==> config.mk <==
export PLATFORM = sky130hd
export DESIGN_NAME = ldpm_skid
export DESIGN_NICKNAME = d
export VERILOG_FILES = /design/src/ldpm_pkg.sv /design/src/ldpm_skid.sv
export SDC_FILE = /design/constraint.sdc
export NUM_CORES = 1
export LEC_CHECK = 0
export BUFFER_PORTS_ARGS = -buffer_cell sky130_fd_sc_hd__buf_2
export CORE_UTILIZATION = 50
export DETAILED_ROUTE_END_ITERATION = 7
export GPL_TIMING_DRIVEN = 1
export PLACE_DENSITY = 0.77
export SETUP_SLACK_MARGIN = 0.1
export SLEW_MARGIN = 40
export SYNTH_ARGS = -nofsm -noshare
export SYNTH_HDL_FRONTEND = slang
export SYNTH_SLANG_ARGS = --single-unit
==> constraint.sdc <==
create_clock -name clk_i -period 8.55 [get_ports clk_i]
set_input_delay 1.71 -clock clk_i [delete_from_list [all_inputs] [get_ports clk_i]]
set_output_delay 1.71 -clock clk_i [all_outputs]
set_load 0.01 [all_outputs]
==> src/ldpm_pkg.sv <==
// Shared types, constants and fixed-point helpers for the lens distortion point map.
`timescale 1ns / 1ps

package ldpm_pkg;

  localparam int PIXEL_BITS_DEF = 12;
  localparam int CFG_IDX_W      = 3;
  localparam int CFG_DATA_W     = 32;
  localparam int COORD_W        = 32;
  localparam int SUM_W          = 48;
  localparam int NUM_STAGES     = 9;
  localparam int OUT_DATA_W     = 2 * COORD_W;

  localparam logic signed [SUM_W-1:0] S32_MAX = 48'sd2147483647;
  localparam logic signed [SUM_W-1:0] S32_MIN = -48'sd2147483648;
  localparam logic signed [SUM_W-1:0] ONE_Q24 = 48'sd16777216;

  typedef enum logic [CFG_IDX_W-1:0] {
    REG_CENTER_XY = 3'd0,
    REG_INV_FX    = 3'd1,
    REG_INV_FY    = 3'd2,
    REG_K1        = 3'd3,
    REG_K2        = 3'd4,
    REG_K3        = 3'd5,
    REG_P1        = 3'd6,
    REG_P2        = 3'd7
  } reg_idx_e;

  typedef struct packed {
    logic [15:0]                center_y;
    logic [15:0]                center_x;
    logic [23:0]                inv_fx;
    logic [23:0]                inv_fy;
    logic signed [COORD_W-1:0]  k1;
    logic signed [COORD_W-1:0]  k2;
    logic signed [COORD_W-1:0]  k3;
    logic signed [COORD_W-1:0]  p1;
    logic signed [COORD_W-1:0]  p2;
  } cfg_t;

  typedef struct packed {
    logic                       clipped;
    logic signed [COORD_W-1:0]  mapped_y;
    logic signed [COORD_W-1:0]  mapped_x;
  } result_t;

  typedef struct packed {
    logic                       clip;
    logic signed [COORD_W-1:0]  val;
  } sat_t;

  function automatic sat_t sat32(input logic signed [SUM_W-1:0] v);
    sat_t r;
    priority if (v > S32_MAX) begin
      r.clip = 1'b1;
      r.val  = COORD_W'(S32_MAX);
    end else if (v < S32_MIN) begin
      r.clip = 1'b1;
      r.val  = COORD_W'(S32_MIN);
    end else begin
      r.clip = 1'b0;
      r.val  = COORD_W'(v);
    end
    return r;
  endfunction

  // Q7.24 x Q7.24, round half up, saturate
  function automatic sat_t qmul(input logic signed [COORD_W-1:0] a,
                                input logic signed [COORD_W-1:0] b);
    logic signed [63:0] p;
    p = 64'(a) * 64'(b);
    return sat32(SUM_W'((p + 64'sd8388608) >>> 24));
  endfunction

  // ((pix << 4) - c) * inv, Q.28 rounded to Q.24
  function automatic sat_t normalize(input logic [15:0] pix, input logic [15:0] c,
                                     input logic [23:0] inv);
    logic signed [21:0] d;
    logic signed [SUM_W-1:0] p;
    d = $signed({2'b00, pix, 4'b0000}) - $signed({6'b000000, c});
    p = SUM_W'(d) * SUM_W'($signed({1'b0, inv}));
    return sat32((p + 48'sd8) >>> 4);
  endfunction

endpackage

==> src/ldpm_skid.sv <==
// Output register with a skid slot so the pipeline stalls only on a registered ready.
`timescale 1ns / 1ps

module ldpm_skid (
  input  logic               clk_i,
  input  logic               rst_ni,
  input  logic               in_valid_i,
  input  ldpm_pkg::result_t  in_data_i,
  output logic               in_ready_o,
  output logic               out_valid_o,
  output ldpm_pkg::result_t  out_data_o,
  input  logic               out_ready_i
);

  logic              out_valid_q, skid_valid_q;
  ldpm_pkg::result_t out_q, skid_q;

  assign in_ready_o = !skid_valid_q;

  always_ff @(posedge clk_i or negedge rst_ni) begin
    if (!rst_ni) begin
      out_valid_q  <= 1'b0;
      skid_valid_q <= 1'b0;
    end else if (out_ready_i || !out_valid_q) begin
      if (skid_valid_q) begin
        out_valid_q  <= 1'b1;
        skid_valid_q <= 1'b0;
      end else begin
        out_valid_q  <= in_valid_i;
      end
    end else if (in_valid_i && !skid_valid_q) begin
      skid_valid_q <= 1'b1;
    end
  end

  always_ff @(posedge clk_i) begin
    if (out_ready_i || !out_valid_q) begin
      out_q <= skid_valid_q ? skid_q : in_data_i;
    end else if (in_valid_i && !skid_valid_q) begin
      skid_q <= in_data_i;
    end
  end

  assign out_valid_o = out_valid_q;
  assign out_data_o  = out_q;

endmodule

## Yosys cells after proc, flatten, opt, wreduce, memory -nomap -nowiden

Cells that the tools add are included.

- Muxes and demuxes: 4
- Bitwise gates (word level): 1
- Reduce and logical (&&, ||, !) cells: 6

Operator list:

| kind | number |
|---|---|
| 65-bit 2-to-1 mux | 1 |
| 1-bit 2-to-1 mux | 3 |
| 1-bit logical NOT | 2 |
| 2-bit AND reduction | 1 |
| 2-bit nonzero test | 1 |
| 1-bit logical AND | 1 |
| 1-bit logical OR | 1 |
| 1-bit NOT | 1 |

- Register bits: 132
- Input bits: 69
- Output and inout port bits: 67
- Word-level logic and storage cells: 19

## Depth between registers and ports, before layout

- Depth after elaboration: 4
- Depth in mapped cells: 5

## Least setup slack after synthesis

No wires, ideal clock.

- Path kind: input -> register
- Start: input port out_ready_i
- End: register skid_q[0] (netlist name), enable pin
- Setup time: 0.581 ns
- Data arrival time: 8.194 ns
- Path slack: -0.225 ns
- Cell stages on the path: 2
- Cells stage by stage: nand2b_1 > nor3b_1

- Word-level cells in the longest chain between the ends: 3

Ends and longest elaborated chain:

| element | line | RTL |
|---|---|---|
| start, declared | ldpm_skid.sv:12 | `input logic out_ready_i` |
| 1-bit logical OR | ldpm_skid.sv:37 | `if (out_ready_i \|\| !out_valid_q) begin` |
| 1-bit NOT (no source line) | - |  |
| 2-bit AND reduction (no source line) | - |  |
| end signal, assigned | ldpm_skid.sv:40 | `skid_q <= in_data_i;` |
| end, declared | ldpm_skid.sv:16 | `ldpm_pkg::result_t out_q, skid_q;` |

No other way between the ends.
A chain may end at the register's enable or synchronous reset.

## Final worst setup path

- Start: register skid_valid_q
- End: output port in_ready_o

- Word-level cells in the longest chain between the ends: 1

Ends and longest elaborated chain:

| element | line | RTL |
|---|---|---|
| start, declared | ldpm_skid.sv:15 | `logic out_valid_q, skid_valid_q;` |
| start signal, assigned | ldpm_skid.sv:23 | `skid_valid_q <= 1'b0;` |
| start signal, assigned | ldpm_skid.sv:27 | `skid_valid_q <= 1'b0;` |
| start signal, assigned | ldpm_skid.sv:32 | `skid_valid_q <= 1'b1;` |
| 1-bit logical NOT | ldpm_skid.sv:18 | `assign in_ready_o = !skid_valid_q;` |
| end, declared | ldpm_skid.sv:9 | `output logic in_ready_o,` |

No other way between the ends.

==> summary.json <==
{
  "grt": {
    "first_global_vias": 2391,
    "track_usage": 0.166,
    "antenna_violations_before_repair": 0,
    "gr-total-overflow": 0,
    "grt_start_max_net_pins": 66,
    "first_pass_grt_wire_length_um": 12100
  },
  "critical_path": {
    "setup.worst_path.end_class": "output port",
    "worst_path_max_delay_cell": "sky130_fd_sc_hd__dfrtp_4",
    "worst_r2r_startpoint": "skid_valid_q$_DFFE_PN0P_",
    "worstPathMaxFanout": 35,
    "critPathArrivalTime_ps": 1740,
    "crit_path_cell_trace": "buf_12 > inv_1 > buf_2",
    "regToRegSetupSlack_ps": 6470,
    "cp_slowest_stage_delay_ps": 710,
    "cp.buffers_inverters": 3,
    "critical_path.startpoint_type": "flop",
    "critical_path_class": "reg -> out",
    "reg_to_reg_end": "skid_q[21]$_DFFE_PP_",
    "ff2ff_path_depth": 3,
    "crit_family": "flip-flops",
    "cp_data_required_time_ps": 6840
  },
  "logic_synthesis": {
    "ys_warn_count": 0,
    "synth-seq-area-share": 0.816,
    "synth.ff_latch_count": 132,
    "synth_fp_nets": 280,
    "fraction_of_post_synthesis_cell_area_in_the_top_cell_type_by_area": 0.806,
    "post_synth_inst_count": 211,
    "post-synth-top-area-cell": "sky130_fd_sc_hd__edfxtp_1",
    "netlist_top_cells_area": "sky130_fd_sc_hd__edfxtp_1 81%, sky130_fd_sc_hd__mux2_2 11%, sky130_fd_sc_hd__mux2_4 5.3%",
    "netlist-cell-type-count": 11,
    "post_synth_instance_area_um2": 4840,
    "avgSynthCellArea_um2": 23.0
  },
  "timing": {
    "fin_skew_ps": 6.06,
    "setup_viol": 0,
    "worst_pin_slew_ps": 602,
    "rsz0062_at_grt": "no",
    "final.min_clock_period_ps": 3450,
    "final_report_hold_violation_count": 0,
    "worst_slew_slack_as_a_fraction_of_its_limit": 0.598,
    "finalSetupTns_ps": 0,
    "achievable-frequency_mhz": 290,
    "slew_viol_final": 0,
    "finalWorstSetupSlack_ps": 5100,
    "finalCritPeriodShare": 0.404
  },
  "route": {
    "wl_per_cell_um": 16.0,
    "drt_pass_1_iters": 4,
    "routed-via-count": 2460,
    "routed_via_density": 4.90,
    "routed_wirelength_um": 8040,
    "detail_route.drc_violations": 0,
    "detail_route_antenna_nets": 0,
    "drt_iter0_markers": 107
  },
  "finish": {
    "layout.nets": 429,
    "drive_above_1_share": 0.638,
    "layout.filler_cells": 620,
    "utilization": 0.676,
    "final_area_um2": 6300,
    "antenna_cells_inserted": 0,
    "area.growth.synth_to_final_pct": 30.1
  },
  "run": {
    "drv_cap": 0
  },
  "hold_path": {
    "worstHoldPathCells": 1,
    "min_delay_worst_endpoint": "out_data_o[2]$_DFFE_PP_",
    "worst_hold_startpoint": "skid_q[2]$_DFFE_PP_",
    "timing.hold.worst.class": "reg -> reg"
  },
  "cts": {
    "worst_skew_pair.late_latency_ps": 490,
    "postCtsResizedCells": 0,
    "postCtsHoldBufs": 0,
    "cts.sinks": 132,
    "clock_slew_at_reported_path_ffs_ps": 60,
    "clock_tree.htree_level_count": 4,
    "postCtsSetupBuffers": 0,
    "root_buffer": "sky130_fd_sc_hd__clkbuf_8",
    "cts-buffers-inserted": 17,
    "tritoncts": "yes",
    "clock_tree.buffer_depth": 2
  },
  "floorplanning": {
    "die_w_um": 100,
    "initial_utilization": 0.519,
    "ios": 136,
    "floorplan.die_area_um2": 10100,
    "placeable_core_region_um2": 9330,
    "placementRows": 35,
    "fp.dieH_um": 100
  },
  "place": {
    "preCtsSetupSlack_ps": 4940,
    "buffer_ports.inserted": 135,
    "gpl.final_weighted_congestion": 0.701,
    "dpl-instance-area_um2": 5680,
    "detailed_place_hpwl_um": 5230
  },
  "power": {
    "power.ir.vdd_worst_mv": 0.126,
    "fin_total_pwr_mw": 1.65,
    "cellLeakagePower_nw": 2.44,
    "power_density_nw_per_um2": 262
  },
  "status": {
    "result_of_the_run": "finished, final reports clean"
  }
}
sequential cells by signal, indices dropped and copies added, names as in the netlist:
name and count:
skid_valid_q 1, out_data_o 65, skid_q 65, out_valid_o 1
synthesized netlist by cell type:
cell type,number
sky130_fd_sc_hd__mux2_2,48
sky130_fd_sc_hd__buf_6,4
sky130_fd_sc_hd__nand2_1,1
sky130_fd_sc_hd__edfxtp_1,130
sky130_fd_sc_hd__dfrtp_1,2
sky130_fd_sc_hd__mux2_4,17
sky130_fd_sc_hd__nor2_1,2
sky130_fd_sc_hd__nand2b_1,1
sky130_fd_sc_hd__nor3b_1,1
sky130_fd_sc_hd__buf_2,4
sky130_fd_sc_hd__inv_1,1
routing by layer:
metal / vias to the layer above / track usage / part of all wire
met5: - / 0 / 0
met4: 0 / 0.0669 / 0.0077
met3: 10 / 0.0578 / 0.064
met2: 119 / 0.256 / 0.49
met1: 1185 / 0.217 / 0.44
li1: 1146 / - / -
stage by stage:
step / hold slack [ps] / cells
3_3_place_gp: 530 / 468
6_report: 546 / 502
3_5_place_dp: 534 / 470
4_1_cts: 544 / 502
5_1_grt: 551 / 502
2_1_floorplan: 523 / 211
layout by cell type, fill, tap and decap left out, types with 3 or more instances in the layout:
master,count
sky130_fd_sc_hd__mux2_2,48
sky130_fd_sc_hd__clkinvlp_4,4
sky130_fd_sc_hd__edfxtp_1,130
sky130_fd_sc_hd__buf_2,135
sky130_fd_sc_hd__mux2_4,17
sky130_fd_sc_hd__bufinv_16,4
sky130_fd_sc_hd__clkinv_4,3
sky130_fd_sc_hd__clkbuf_16,16
worst max path at each step:
stage                                   from                    to  cells after the start
floorplan                        out_ready_i   skid_q[0]$_DFFE_PP_                      2
global placement                 out_ready_i  skid_q[41]$_DFFE_PP_                      4
detailed placement               out_ready_i  skid_q[41]$_DFFE_PP_                      4
CTS                 skid_valid_q$_DFFE_PN0P_            in_ready_o                      3
global route        skid_valid_q$_DFFE_PN0P_            in_ready_o                      3
finish              skid_valid_q$_DFFE_PN0P_            in_ready_o                      3
cell families after synthesis:
| kind of cell | Yosys count | synth area share |
|---|---|---|
| DFF | 132 | 0.816 |
| muxes | 65 | 0.164 |
| buffers and inverters | 9 | 0.0142 |
| and+or+nand+nor | 5 | 0.00517 |
area by class of cell:
cell class                 count  area (µm²)  area share
timing repair buffer         138         727       0.115
multi-input combinational     70         833       0.132
inverter                       1        3.75    0.000596
clock inverter                15         204      0.0324
sequential                   132        3960       0.628
clock buffer                  17         414      0.0657
tap                          129         161      0.0256
where the power goes:
part           switching, mW  internal (mW)  total [mW]
Clock                  0.267          0.475       0.742
Combinational         0.0645         0.0646       0.129
Sequential            0.0160          0.767       0.783
Note: power is estimated with default switching activity, not from simulation.
