[src/ldpm_pkg.sv]
// Shared types, constants and fixed-point helpers for the lens distortion point map.
`timescale 1ns / 1ps

package ldpm_pkg;

  localparam int PIXEL_BITS_DEF = 12;
  localparam int CFG_IDX_W      = 3;
  localparam int CFG_DATA_W     = 32;
  localparam int COORD_W        = 32;
  localparam int SUM_W          = 48;
  localparam int NUM_STAGES     = 9;
  localparam int OUT_DATA_W     = 2 * COORD_W;

  localparam logic signed [SUM_W-1:0] S32_MAX = 48'sd2147483647;
  localparam logic signed [SUM_W-1:0] S32_MIN = -48'sd2147483648;
  localparam logic signed [SUM_W-1:0] ONE_Q24 = 48'sd16777216;

  typedef enum logic [CFG_IDX_W-1:0] {
    REG_CENTER_XY = 3'd0,
    REG_INV_FX    = 3'd1,
    REG_INV_FY    = 3'd2,
    REG_K1        = 3'd3,
    REG_K2        = 3'd4,
    REG_K3        = 3'd5,
    REG_P1        = 3'd6,
    REG_P2        = 3'd7
  } reg_idx_e;

  typedef struct packed {
    logic [15:0]                center_y;
    logic [15:0]                center_x;
    logic [23:0]                inv_fx;
    logic [23:0]                inv_fy;
    logic signed [COORD_W-1:0]  k1;
    logic signed [COORD_W-1:0]  k2;
    logic signed [COORD_W-1:0]  k3;
    logic signed [COORD_W-1:0]  p1;
    logic signed [COORD_W-1:0]  p2;
  } cfg_t;

  typedef struct packed {
    logic                       clipped;
    logic signed [COORD_W-1:0]  mapped_y;
    logic signed [COORD_W-1:0]  mapped_x;
  } result_t;

  typedef struct packed {
    logic                       clip;
    logic signed [COORD_W-1:0]  val;
  } sat_t;

  function automatic sat_t sat32(input logic signed [SUM_W-1:0] v);
    sat_t r;
    priority if (v > S32_MAX) begin
      r.clip = 1'b1;
      r.val  = COORD_W'(S32_MAX);
    end else if (v < S32_MIN) begin
      r.clip = 1'b1;
      r.val  = COORD_W'(S32_MIN);
    end else begin
      r.clip = 1'b0;
      r.val  = COORD_W'(v);
    end
    return r;
  endfunction

  // Q7.24 x Q7.24, round half up, saturate
  function automatic sat_t qmul(input logic signed [COORD_W-1:0] a,
                                input logic signed [COORD_W-1:0] b);
    logic signed [63:0] p;
    p = 64'(a) * 64'(b);
    return sat32(SUM_W'((p + 64'sd8388608) >>> 24));
  endfunction

  // ((pix << 4) - c) * inv, Q.28 rounded to Q.24
  function automatic sat_t normalize(input logic [15:0] pix, input logic [15:0] c,
                                     input logic [23:0] inv);
    logic signed [21:0] d;
    logic signed [SUM_W-1:0] p;
    d = $signed({2'b00, pix, 4'b0000}) - $signed({6'b000000, c});
    p = SUM_W'(d) * SUM_W'($signed({1'b0, inv}));
    return sat32((p + 48'sd8) >>> 4);
  endfunction

endpackage

[src/ldpm_cfg.sv]
// Configuration register file for the lens distortion coefficients.
`timescale 1ns / 1ps

module ldpm_cfg (
  input  logic                              clk_i,
  input  logic                              rst_ni,
  input  logic                              cfg_wr_en_i,
  input  logic [ldpm_pkg::CFG_IDX_W-1:0]    cfg_addr_i,
  input  logic [ldpm_pkg::CFG_DATA_W-1:0]   cfg_wdata_i,
  output ldpm_pkg::cfg_t                    cfg_o
);

  ldpm_pkg::cfg_t cfg_q, cfg_d;

  always_comb begin
    cfg_d = cfg_q;
    if (cfg_wr_en_i) begin
      unique case (ldpm_pkg::reg_idx_e'(cfg_addr_i))
        ldpm_pkg::REG_CENTER_XY: begin
          cfg_d.center_x = cfg_wdata_i[15:0];
          cfg_d.center_y = cfg_wdata_i[31:16];
        end
        ldpm_pkg::REG_INV_FX: cfg_d.inv_fx = cfg_wdata_i[23:0];
        ldpm_pkg::REG_INV_FY: cfg_d.inv_fy = cfg_wdata_i[23:0];
        ldpm_pkg::REG_K1:     cfg_d.k1     = $signed(cfg_wdata_i);
        ldpm_pkg::REG_K2:     cfg_d.k2     = $signed(cfg_wdata_i);
        ldpm_pkg::REG_K3:     cfg_d.k3     = $signed(cfg_wdata_i);
        ldpm_pkg::REG_P1:     cfg_d.p1     = $signed(cfg_wdata_i);
        ldpm_pkg::REG_P2:     cfg_d.p2     = $signed(cfg_wdata_i);
      endcase
    end
  end

  always_ff @(posedge clk_i or negedge rst_ni) begin
    if (!rst_ni) begin
      cfg_q <= '0;
    end else begin
      cfg_q <= cfg_d;
    end
  end

  assign cfg_o = cfg_q;

endmodule

[config.mk]
export PLATFORM = sky130hd
export DESIGN_NAME = ldpm_cfg
export DESIGN_NICKNAME = d
export VERILOG_FILES = /design/src/ldpm_pkg.sv /design/src/ldpm_cfg.sv
export SDC_FILE = /design/constraint.sdc
export NUM_CORES = 1
export LEC_CHECK = 0
export BUFFER_PORTS_ARGS = -buffer_cell sky130_fd_sc_hd__buf_2
export CORE_MARGIN = 2
export CORE_UTILIZATION = 45
export DETAILED_ROUTE_END_ITERATION = 10
export GPL_ROUTABILITY_DRIVEN = 0
export PLACE_DENSITY = 0.75
export SYNTH_ARGS = -nofsm -noshare
export SYNTH_HDL_FRONTEND = slang
export SYNTH_SLANG_ARGS = --single-unit
export TNS_END_PERCENT = 5
[constraint.sdc]
create_clock -name clk_i -period 0.8 [get_ports clk_i]
set_input_delay 0.12 -clock clk_i [delete_from_list [all_inputs] [get_ports clk_i]]
set_output_delay 0.12 -clock clk_i [all_outputs]
set_load 0.1 [all_outputs]
---- Word-level counts from Yosys, hierarchy flattened ----
Index checks and enable logic that the tools add are counted.
storage, ports and cells
  register bits after elaboration ......... 240
  input bits .............................. 38
  output and inout port bits .............. 240
  logic and storage cells ................. 25
cells by class
  equality and inequality tests ........... 7
  reductions and logical operators ........ 9
operators by type and width
  kind                                                 number
  AND reduction 2 bit                                  8
  equality test 3 bit, second input constant           4
  equality test 3 x 2 -> 1 bit, second input constant  2
  equality test 3 x 1 -> 1 bit, second input constant  1
  zero test 3 bit                                      1

---- Depth between registers and ports, before layout ----
Gate-level depths: netlist of run 1.
  depth in word-level cells ............... 2
  depth in mapped cells ................... 5
  depth with buffers taken out ............ 2

---- Worst setup path before layout of run 1 ----
No wires, ideal clock.
  path type ............................... input-to-reg
  from .................................... input cfg_addr_i[0] (netlist name)
  to ...................................... register cfg_q, in the netlist cfg_o[212]
  library setup time ...................... 0.125 ns
  arrival time ............................ 1.193 ns
  data required time ...................... 0.675 ns
  path slack .............................. -0.519 ns
  cell stages on the path ................. 4
  path buffers ............................ 2
  cells stage by stage .................... buf_4 -> nor4b_4 -> buf_6 -> mux2_2
on the way
  word-level cells in the longest chain between the ends .. 2
RTL lines
  item                           line            RTL
  start, declared                ldpm_cfg.sv:8   input logic [ldpm_pkg::CFG_IDX_W-1:0] cfg_addr_i,
  zero test 3 bit                ldpm_cfg.sv:18  unique case (ldpm_pkg::reg_idx_e'(cfg_addr_i))
  AND reduction 2 bit (no line)  n/a
  end signal, assigned           ldpm_cfg.sv:38  cfg_q <= cfg_d;
  end, declared                  ldpm_cfg.sv:13  ldpm_pkg::cfg_t cfg_q, cfg_d;
No other way between the ends.
A chain may end at the register's enable or synchronous reset.

---- Worst setup path in the final report of run 1 ----
  from .................................... register cfg_q, in the netlist cfg_o[224]
  to ...................................... output cfg_o[224] (netlist name)
RTL lines
  item           line            RTL
  end, declared  ldpm_cfg.sv:10  output ldpm_pkg::cfg_t cfg_o
No word-level cell between the ends.

==> flow_summary.json, run 1 <==
{
  "cts_tree": "built",
  "first_pass_iters": 4,
  "finalSetupViolCount": 437,
  "clkLatencyLatePin_ns": 0.52,
  "seq_area_frac_synth_pct": 66.7,
  "worst-slew-pin-transition_ns": 0.333,
  "drtIter0Drc": 248,
  "fp.dieW_um": 145,
  "cts_buffers": 25,
  "initial_core_util_pct": 46.1,
  "drc": 0,
  "start_kind": "flip-flop",
  "detailed_place_hpwl_mm": 18.4,
  "avgViaCountPerCell": 5.34,
  "die_h_um": 145,
  "crit_path_top_delay_cell": "dfrtp_1",
  "arrival_ns": 1.20,
  "leakagePower_nw": 7.73,
  "drt-wirelength-per-cell_um": 28.5,
  "cts-root-buf": "clkbuf_16",
  "grt_pass1_wl_mm": 47.7,
  "synthesis.area_sq_mm": 0.00900,
  "maxSlewViolCount": 0,
  "gr-usage-all-layers_pct": 29.7,
  "antenna_found_initial": 0,
  "synth_area_per_cell_sq_um": 17.4,
  "cts_max_level": 1,
  "largest_reg_flops": 240,
  "slowest_delay_ns": 0.46,
  "worstPathCellList": "buf_12",
  "ant_nets": 0,
  "regToRegStartpoint": "cfg_o[229]$_DFFE_PN0P_",
  "r2r_end": "cfg_o[229]$_DFFE_PN0P_",
  "rsz0062_at_grt": "true",
  "post_layout_nonfiller_instances": 1152,
  "overflow": 0,
  "placed_area_sq_mm": 0.0145,
  "nets": 908,
  "endpoint_kind": "output pin",
  "synth_nets": 555,
  "rows": 51,
  "coreArea_sq_mm": 0.0195,
  "finalPower_w": 0.0686,
  "grt_pass1_vias": 7027,
  "hold_path_class": "input pin to flip-flop",
  "final_hold_viol_count": 0,
  "cts.clk_slew.worst_paths_ns": 0.07,
  "ir_drop_v": 0.00314,
  "design.portCount": 278,
  "reg2reg_slack_ns": -0.20,
  "wl_mm": 32.9,
  "crit_family": "flip-flops",
  "clkSinkCount": 240,
  "yosys_register_bits": 240,
  "crit_fanout": 2,
  "period_needed_ns": 1.32,
  "fillers": 801,
  "fin_ws_ns": -0.515,
  "syn2layout_area_growth_pct": 82.4,
  "cp_num_buf_inv": 1,
  "reg2reg_depth": 2,
  "final_cell_area_sq_mm": 0.0164,
  "finalSetupTns_ns": -118.92,
  "drive_above_1_share_pct": 68.5,
  "violations": "setup timing",
  "min_to": "cfg_o[213]$_DFFE_PN0P_",
  "fin_skew_ns": 0,
  "vias": 6153,
  "ys_types": 10,
  "min_path_cells": 2,
  "io_buffers": 277,
  "placed_cells": 1050,
  "cap_viol_max_count": 0,
  "power_density_mw_per_mm2": 4180,
  "clockBufferDepth": 3,
  "min-delay-start": "cfg_wdata_i[5]",
  "synthCells": 517,
  "status": "finished with violations",
  "antennaDiodeCount": 0,
  "crit_required_ns": 0.68,
  "period_share_pct": 164,
  "ys_warn_count": 0,
  "slew_headroom_pct": 77.7,
  "grt_max_degree": 47,
  "place_ws_ns": -0.682,
  "crit_type": "flip-flop to output pin",
  "ff_latch_area_sq_mm": 0.00601,
  "die_area_sq_mm": 0.0212,
  "multi_input_area_sq_mm": 0.00330,
  "timing.fmax_mhz": 760
}
-- worst max-delay path by stage --
stage	from	cells after the start	slack, ns	endpoint
global placement	cfg_addr_i[2]	4	-0.62	cfg_o[211]$_DFFE_PN0P_
global route	cfg_o[224]$_DFFE_PN0P_	1	-0.54	cfg_o[224]
finish	cfg_o[224]$_DFFE_PN0P_	1	-0.52	cfg_o[224]
floorplan	cfg_addr_i[2]	4	-0.49	cfg_o[212]$_DFFE_PN0P_
CTS	cfg_o[201]$_DFFE_PN0P_	1	-0.49	cfg_o[201]
detailed placement	cfg_addr_i[1]	4	-0.68	cfg_o[193]$_DFFE_PN0P_
-- layer usage --
layer	up-vias	wire, um	track usage (%)
met3	61	2890	10.2
met2	301	16700	51.0
li1	2541	-	-
met5	-	0	0
met1	3250	12600	36.3
met4	0	725	7.21
-- cells in the mapped netlist --
library cell	number	area (sq um)
dfrtp_1	240	6010
mux2_2	231	2600
buf_2	18	90.1
buf_6	10	113
mux2_1	9	101
nand4b_1	3	26.3
nor4bb_1	3	30.0
buf_4	1	7.51
nand4_1	1	6.26
nor4b_4	1	23.8
-- kinds of logic after synthesis --
logic type	synth area share, %
multiplexers	30.0
AND/OR/NAND/NOR	0.959
buffers and inverters	2.33
flip-flops	66.7
-- layout make-up --
class / count / area share, %
Multi-Input combinational cell: 248 / 20.1
Sequential cell: 240 / 36.6
Timing Repair Buffer: 355 / 35.9
Tap cell: 265 / 2.02
Clock inverter: 13 / 1.22
Clock buffer: 31 / 4.19
-- report_power, final --
part | internal [W] | total (W) | switching, W
Combinational | 0.0136 | 0.0375 | 0.0239
Clock | 0.00772 | 0.0129 | 0.00515
Sequential | 0.0148 | 0.0183 | 0.00341
Total | 0.0362 | 0.0686 | 0.0324
-- through the flow --
stage | util (%) | hold WS [ns]
global placement | 74.5 | -0.0136
global route | 84.1 | 0.0396
floorplan | - | -0.176
CTS | 82.7 | 0.0156
detailed placement | 74.5 | -0.0137
finish | 84.1 | 0.0271
-- timing repair --
item	in CTS	in global routing
hold buffers	32	0
resized for setup	79	52
pin swaps	2	1
setup buffers	13	13
gates cloned	0	0
setup endpoints to repair	445	473
endpoints found under the hold margin	438	0
-- cells in the final DEF, fill, tap and decap left out, types with 2 or more instances in the layout --
master	netlist	final
clkbuf_16	0	25
mux2_1	9	8
bufinv_16	0	5
buf_2	18	32
dfrtp_2	0	7
clkbuf_8	0	4
dlygate4sd3_1	0	32
nor4bb_4	0	3
clkinv_2	0	5
clkbuf_1	0	2
nand4b_1	3	3
buf_6	10	5
dfrtp_1	240	233
mux2_2	231	109
buf_4	1	29
mux2_4	0	123
buf_12	0	256
Power figures use the tool's default switching activity.
==> run 2: changes to the inputs <==
Settings changed: ABC_AREA from default to 1.
==> run 2 against run 1 <==
Effect of this change:
- the run still ends with setup timing left
- clock power decreased by 10%
- first-iteration DRC count increased to 2.6 times the previous value
- clock skew unchanged
- wire length is 8.5% higher
- via count up 45%
- fmax shrank 0.39%
- core utilization fell by 4.2 points
- sequential power down 5%
- critical endpoint is now cfg_o[147]
- largest cell class unchanged
==> flow_summary.json, run 2 <==
{
  "status": "finished with violations",
  "violations": "setup timing",
  "synth_compound_area_share_pct": 0,
  "overflow": 0,
  "crit_required_ns": 0.68,
  "period_needed_ns": 1.32,
  "cts.clk_slew.worst_paths_ns": 0.06,
  "slowest_delay_ns": 0.50,
  "ys_warn_count": 0,
  "ys_types": 12,
  "antennaDiodeCount": 0,
  "synth_area_per_cell_sq_um": 8.76,
  "synth_xor_area_share_pct": 0,
  "fp.dieW_um": 148,
  "die_area_sq_mm": 0.0220,
  "cap_viol_max_count": 0,
  "synthCells": 1068,
  "final_cell_area_sq_mm": 0.0162,
  "syn2layout_area_growth_pct": 73.4,
  "drt-wirelength-per-cell_um": 21.4,
  "fin_ws_ns": -0.520,
  "coreArea_sq_mm": 0.0203,
  "reg2reg_slack_ns": 0.03,
  "placed_area_sq_mm": 0.0151,
  "detailed_place_hpwl_mm": 24.2,
  "endpoint_kind": "output pin",
  "synthSimpleGateAreaFrac_pct": 31.4,
  "antenna_found_initial": 0,
  "worst-slew-pin-transition_ns": 0.356,
  "crit_path_top_delay_cell": "dfrtp_4",
  "start_kind": "flip-flop",
  "crit_end": "cfg_o[147]",
  "synth_top_area_share_pct": 64.2,
  "yosysTopAreaCell": "dfrtp_1",
  "drtIter0Drc": 645,
  "timing.fmax_mhz": 757,
  "layout_commonest_cell": "nand2_1",
  "grt_pass1_vias": 9563,
  "min_path_cells": 5,
  "clockBufferDepth": 3,
  "reg2reg_depth": 2,
  "vias": 8934,
  "largest_reg_flops": 240,
  "yosys_register_bits": 240,
  "grt_max_degree": 63,
  "ir_drop_v": 0.00222,
  "first_pass_iters": 5,
  "r2r_end": "cfg_o[198]$_DFFE_PN0P_",
  "synthesis.area_sq_mm": 0.00936,
  "gr-usage-all-layers_pct": 32.6,
  "rows": 52,
  "rsz0062_at_grt": "true",
  "cts_max_level": 1,
  "worstPathCellList": "buf_12",
  "final_hold_viol_count": 0,
  "crit_start": "cfg_o[147]$_DFFE_PN0P_",
  "maxSlewViolCount": 0,
  "clkSinkCount": 240,
  "finalSetupViolCount": 240,
  "synth_area_leaders": "dfrtp_1, nand2_1, nand3_1",
  "power_density_mw_per_mm2": 3690,
  "ys.flop_type": "dfrtp_1",
  "arrival_ns": 1.20,
  "synth_mux_area_share_pct": 0,
  "wl_mm": 35.7,
  "hold_path_class": "input pin to flip-flop",
  "cts-root-buf": "clkbuf_16",
  "period_share_pct": 165,
  "crit_fanout": 2,
  "synthMostInstantiatedCell": "nand2_1",
  "regToRegStartpoint": "cfg_o[198]$_DFFE_PN0P_",
  "clkLatencyLatePin_ns": 0.51,
  "synthAdderAreaFrac_pct": 0,
  "crit_family": "flip-flops",
  "whs_ns": 0.104,
  "final_cell_mix": "nand2_1, buf_12, dfrtp_1",
  "leakagePower_nw": 8.23,
  "design.portCount": 278,
  "drive_above_1_share_pct": 29.0,
  "finalPower_w": 0.0599,
  "synth_top_family_by_area": "simple AND/OR/NAND/NOR gates",
  "nets": 1415,
  "cp_num_buf_inv": 1,
  "avgViaCountPerCell": 5.37,
  "seq_area_frac_synth_pct": 64.2,
  "synthArstFlopShare_pct": 100,
  "synth_common_cells": "nand2_1, dfrtp_1, nand3_1, buf_2, clkbuf_2",
  "cts_buffers": 25,
  "slew_headroom_pct": 76.3,
  "synth_nets": 1106,
  "fin_util_pct": 79.9,
  "die_h_um": 148,
  "cts_tree": "built",
  "fin_skew_ns": 0,
  "cp.depth": 1,
  "crit_type": "flip-flop to output pin",
  "drc": 0,
  "fillers": 1096,
  "io_buffers": 277,
  "synth-edff-count": 0,
  "initial_core_util_pct": 46.1,
  "ant_nets": 0,
  "grt_pass1_wl_mm": 54.9
}
-- run 2: changes by cell type after synthesis, sizes merged, moves of 3 or more --
cell	previous run	this run
nand4b	3	0
nor4bb	3	0
nand2	0	621
buf	29	45
nand3	0	112
mux2	240	0
inv	0	6
nor2	0	8
clkbuf	0	36
-- run 2: worst min path at each step --
| stage | endpoint | slack [ns] | from |
|---|---|---|---|
| after floorplan | cfg_o[0]$_DFFE_PN0P_ | -0.18 | rst_ni |
| after global placement | cfg_o[184]$_DFFE_PN0P_ | 0.12 | rst_ni |
| after detailed placement | cfg_o[184]$_DFFE_PN0P_ | 0.12 | rst_ni |
| after CTS | cfg_o[183]$_DFFE_PN0P_ | 0.1 | cfg_addr_i[2] |
| after global routing | cfg_o[183]$_DFFE_PN0P_ | 0.12 | cfg_addr_i[2] |
| final | cfg_o[181]$_DFFE_PN0P_ | 0.10 | cfg_addr_i[2] |
-- run 2: routing by layer --
layer / up-vias / track usage (%) / share of wire (%)
li1: 3893 / - / -
met1: 4422 / 36.8 / 34
met2: 501 / 57.3 / 52
met3: 118 / 9.02 / 9.6
met4: 0 / 15.7 / 4.7
met5: - / 0 / 0
-- run 2: cell families after synthesis --
group	count (synthesis)
AND/OR/NAND/NOR	741
flip-flops	240
buffers and inverters	87
-- run 2: area by class of cell --
cell class | count | area (sq um) | share of cell area [%]
Multi-Input combinational cell | 741 | 2970 | 18.3
Timing Repair Buffer | 363 | 5990 | 36.9
Clock buffer | 39 | 728 | 4.49
Sequential cell | 240 | 6100 | 37.6
Clock inverter | 6 | 83.8 | 0.517
Tap cell | 270 | 338 | 2.08
Inverter | 6 | 22.5 | 0.139
-- run 2: power breakdown --
part / internal [W] / switching (W) / total, W / leakage, nW
logic: 0.0100 / 0.0209 / 0.0309 / 4.85
registers: 0.0146 / 0.00278 / 0.0174 / 2.99
clock network: 0.00688 / 0.00474 / 0.0116 / 0.399
-- run 2: timing repair --
action | CTS | global route
setup endpoints to repair | 240 | 243
endpoints found under the hold margin | 454 | 0
resized for setup | 2 | 2
hold buffers | 33 | 0
buffers inserted | 0 | 0
-- run 2: per-stage QoR --
step	instances	worst slack [ns]	setup TNS, ns
after CTS	1665	-0.525	-108.40
after floorplan	1068	-0.356	-123.72
final	1665	-0.520	-106.34
after global placement	1587	-0.386	-78.51
after detailed placement	1587	-0.499	-85.81
after global routing	1665	-0.532	-111.71
==> run 3: changes to the inputs <==
Settings changed: SKIP_CTS_REPAIR_TIMING from default to 1.
==> run 3 against run 2 <==
Effect of this change:
- count of clock-buffer cells in the layout did not move
- first-iteration DRC count rose by 11%
- highest routed layer unchanged
- the run still ends with setup timing left
- core utilization barely moved
- via count rose by 0.49%
- wire length fell by 0.13%
- sequential share of layout area barely moved
==> flow_summary.json, run 3 (same netlist as run 2, synthesis figures left out) <==
{
  "cp_num_buf_inv": 1,
  "syn2layout_area_growth_pct": 73.3,
  "hold_path_class": "input pin to flip-flop",
  "endpoint_kind": "output pin",
  "crit_required_ns": 0.68,
  "ant_nets": 0,
  "drive_above_1_share_pct": 29.0,
  "crit_family": "flip-flops",
  "design.portCount": 278,
  "die_h_um": 148,
  "crit_fanout": 2,
  "period_needed_ns": 1.32,
  "io_buffers": 277,
  "cap_viol_max_count": 0,
  "grt_pass1_wl_mm": 53.3,
  "rows": 52,
  "slowest_delay_ns": 0.49,
  "clkLatencyLatePin_ns": 0.50,
  "largest_reg_flops": 240,
  "final_cell_mix": "nand2_1, buf_12, dfrtp_1",
  "power_density_mw_per_mm2": 3690,
  "first_pass_iters": 7,
  "cts_tree": "built",
  "clockBufferDepth": 3,
  "reg2reg_slack_ns": 0.05,
  "cts_max_level": 1,
  "r2r_end": "cfg_o[135]$_DFFE_PN0P_",
  "cts_buffers": 25,
  "drtIter0Drc": 717,
  "overflow": 0,
  "worstPathCellList": "buf_12",
  "start_kind": "flip-flop",
  "regToRegStartpoint": "cfg_o[135]$_DFFE_PN0P_",
  "violations": "setup timing",
  "finalSetupViolCount": 240,
  "final_cell_area_sq_mm": 0.0162,
  "coreArea_sq_mm": 0.0203,
  "nets": 1414,
  "leakagePower_nw": 8.23,
  "min-delay-start": "cfg_wdata_i[22]",
  "crit_start": "cfg_o[147]$_DFFE_PN0P_",
  "crit_path_top_delay_cell": "dfrtp_4",
  "cp.depth": 1,
  "fin_ws_ns": -0.525,
  "timing.fmax_mhz": 755,
  "whs_ns": 0.0170,
  "placed_area_sq_mm": 0.0151,
  "clkSinkCount": 240,
  "slew_headroom_pct": 76.6,
  "drt-wirelength-per-cell_um": 21.4,
  "cts.clk_slew.worst_paths_ns": 0.07,
  "fillers": 1093,
  "antenna_found_initial": 0,
  "gr-usage-all-layers_pct": 31.6,
  "grt_max_degree": 63,
  "ir_drop_v": 0.00234,
  "status": "finished with violations",
  "fp.dieW_um": 148,
  "period_share_pct": 166,
  "detailed_place_hpwl_mm": 24.2,
  "grt_pass1_vias": 9316,
  "layout_commonest_cell": "nand2_1",
  "die_area_sq_mm": 0.0220,
  "worst-slew-pin-transition_ns": 0.351,
  "wl_mm": 35.6,
  "vias": 8978,
  "rsz0062_at_grt": "true",
  "cts-root-buf": "clkbuf_16",
  "reg2reg_depth": 2,
  "fin_skew_ns": 0,
  "final_hold_viol_count": 0,
  "drc": 0,
  "initial_core_util_pct": 46.1,
  "avgViaCountPerCell": 5.39,
  "maxSlewViolCount": 0,
  "crit_type": "flip-flop to output pin",
  "crit_end": "cfg_o[147]",
  "arrival_ns": 1.20
}
==> run 3: cell types whose count changed in the layout (fill, tap and decap cells not counted), sizes merged <==
cell,change
dlygate4sd3,-1
diode,+1
buf,+1
clkbuf,-1
==> run 3: final cells by class <==
class                           instances  area, sq um  area share (%)
Timing Repair Buffer                  362         5980            36.9
Clock buffer                           39          728            4.49
Multi-Input combinational cell        741         2970            18.3
Clock inverter                          6         83.8           0.517
Sequential cell                       240         6100            37.6
Tap cell                              270          338            2.08
Inverter                                6         22.5           0.139
Antenna cell                            1         2.50          0.0154
==> run 3: worst min-delay path by stage <==
stage / end / depth (start not counted) / slack [ns]
floorplan: cfg_o[0]$_DFFE_PN0P_ / 0 / -0.18
global placement: cfg_o[184]$_DFFE_PN0P_ / 2 / 0.12
detailed placement: cfg_o[184]$_DFFE_PN0P_ / 2 / 0.12
CTS: cfg_o[184]$_DFFE_PN0P_ / 2 / -0.42
global route: cfg_o[86]$_DFFE_PN0P_ / 3 / 0.02
finish: cfg_o[86]$_DFFE_PN0P_ / 3 / 0.02
==> run 3: where the power goes <==
group / internal, W / leakage, nW / switching (W) / total, W
sequential: 0.0146 / 2.99 / 0.00277 / 0.0173
combinational: 0.0100 / 4.85 / 0.0209 / 0.0309
clock: 0.00688 / 0.399 / 0.00480 / 0.0117
==> run 3: metal layers <==
layer,global-route usage [%],vias to the layer above,part of all wire (%)
li1,-,3882,-
met1,36.5,4433,34
met2,54.9,537,52
met5,0,-,0
met4,14.6,0,4.9
met3,8.62,126,9.5
==> run 3: through the flow <==
stage | power [W] | util [%] | TNS [ns] | worst slack, ns | cells
after global routing | 0.0614 | 79.9 | -112.53 | -0.537 | 1664
after detailed placement | 0.0482 | 74.3 | -85.81 | -0.499 | 1587
final | 0.0599 | 79.9 | -106.85 | -0.525 | 1665
after floorplan | 0.0349 | - | -123.72 | -0.356 | 1068
after global placement | 0.0476 | 74.3 | -78.51 | -0.386 | 1587
after CTS | 0.0599 | 78.3 | -108.46 | -0.525 | 1632
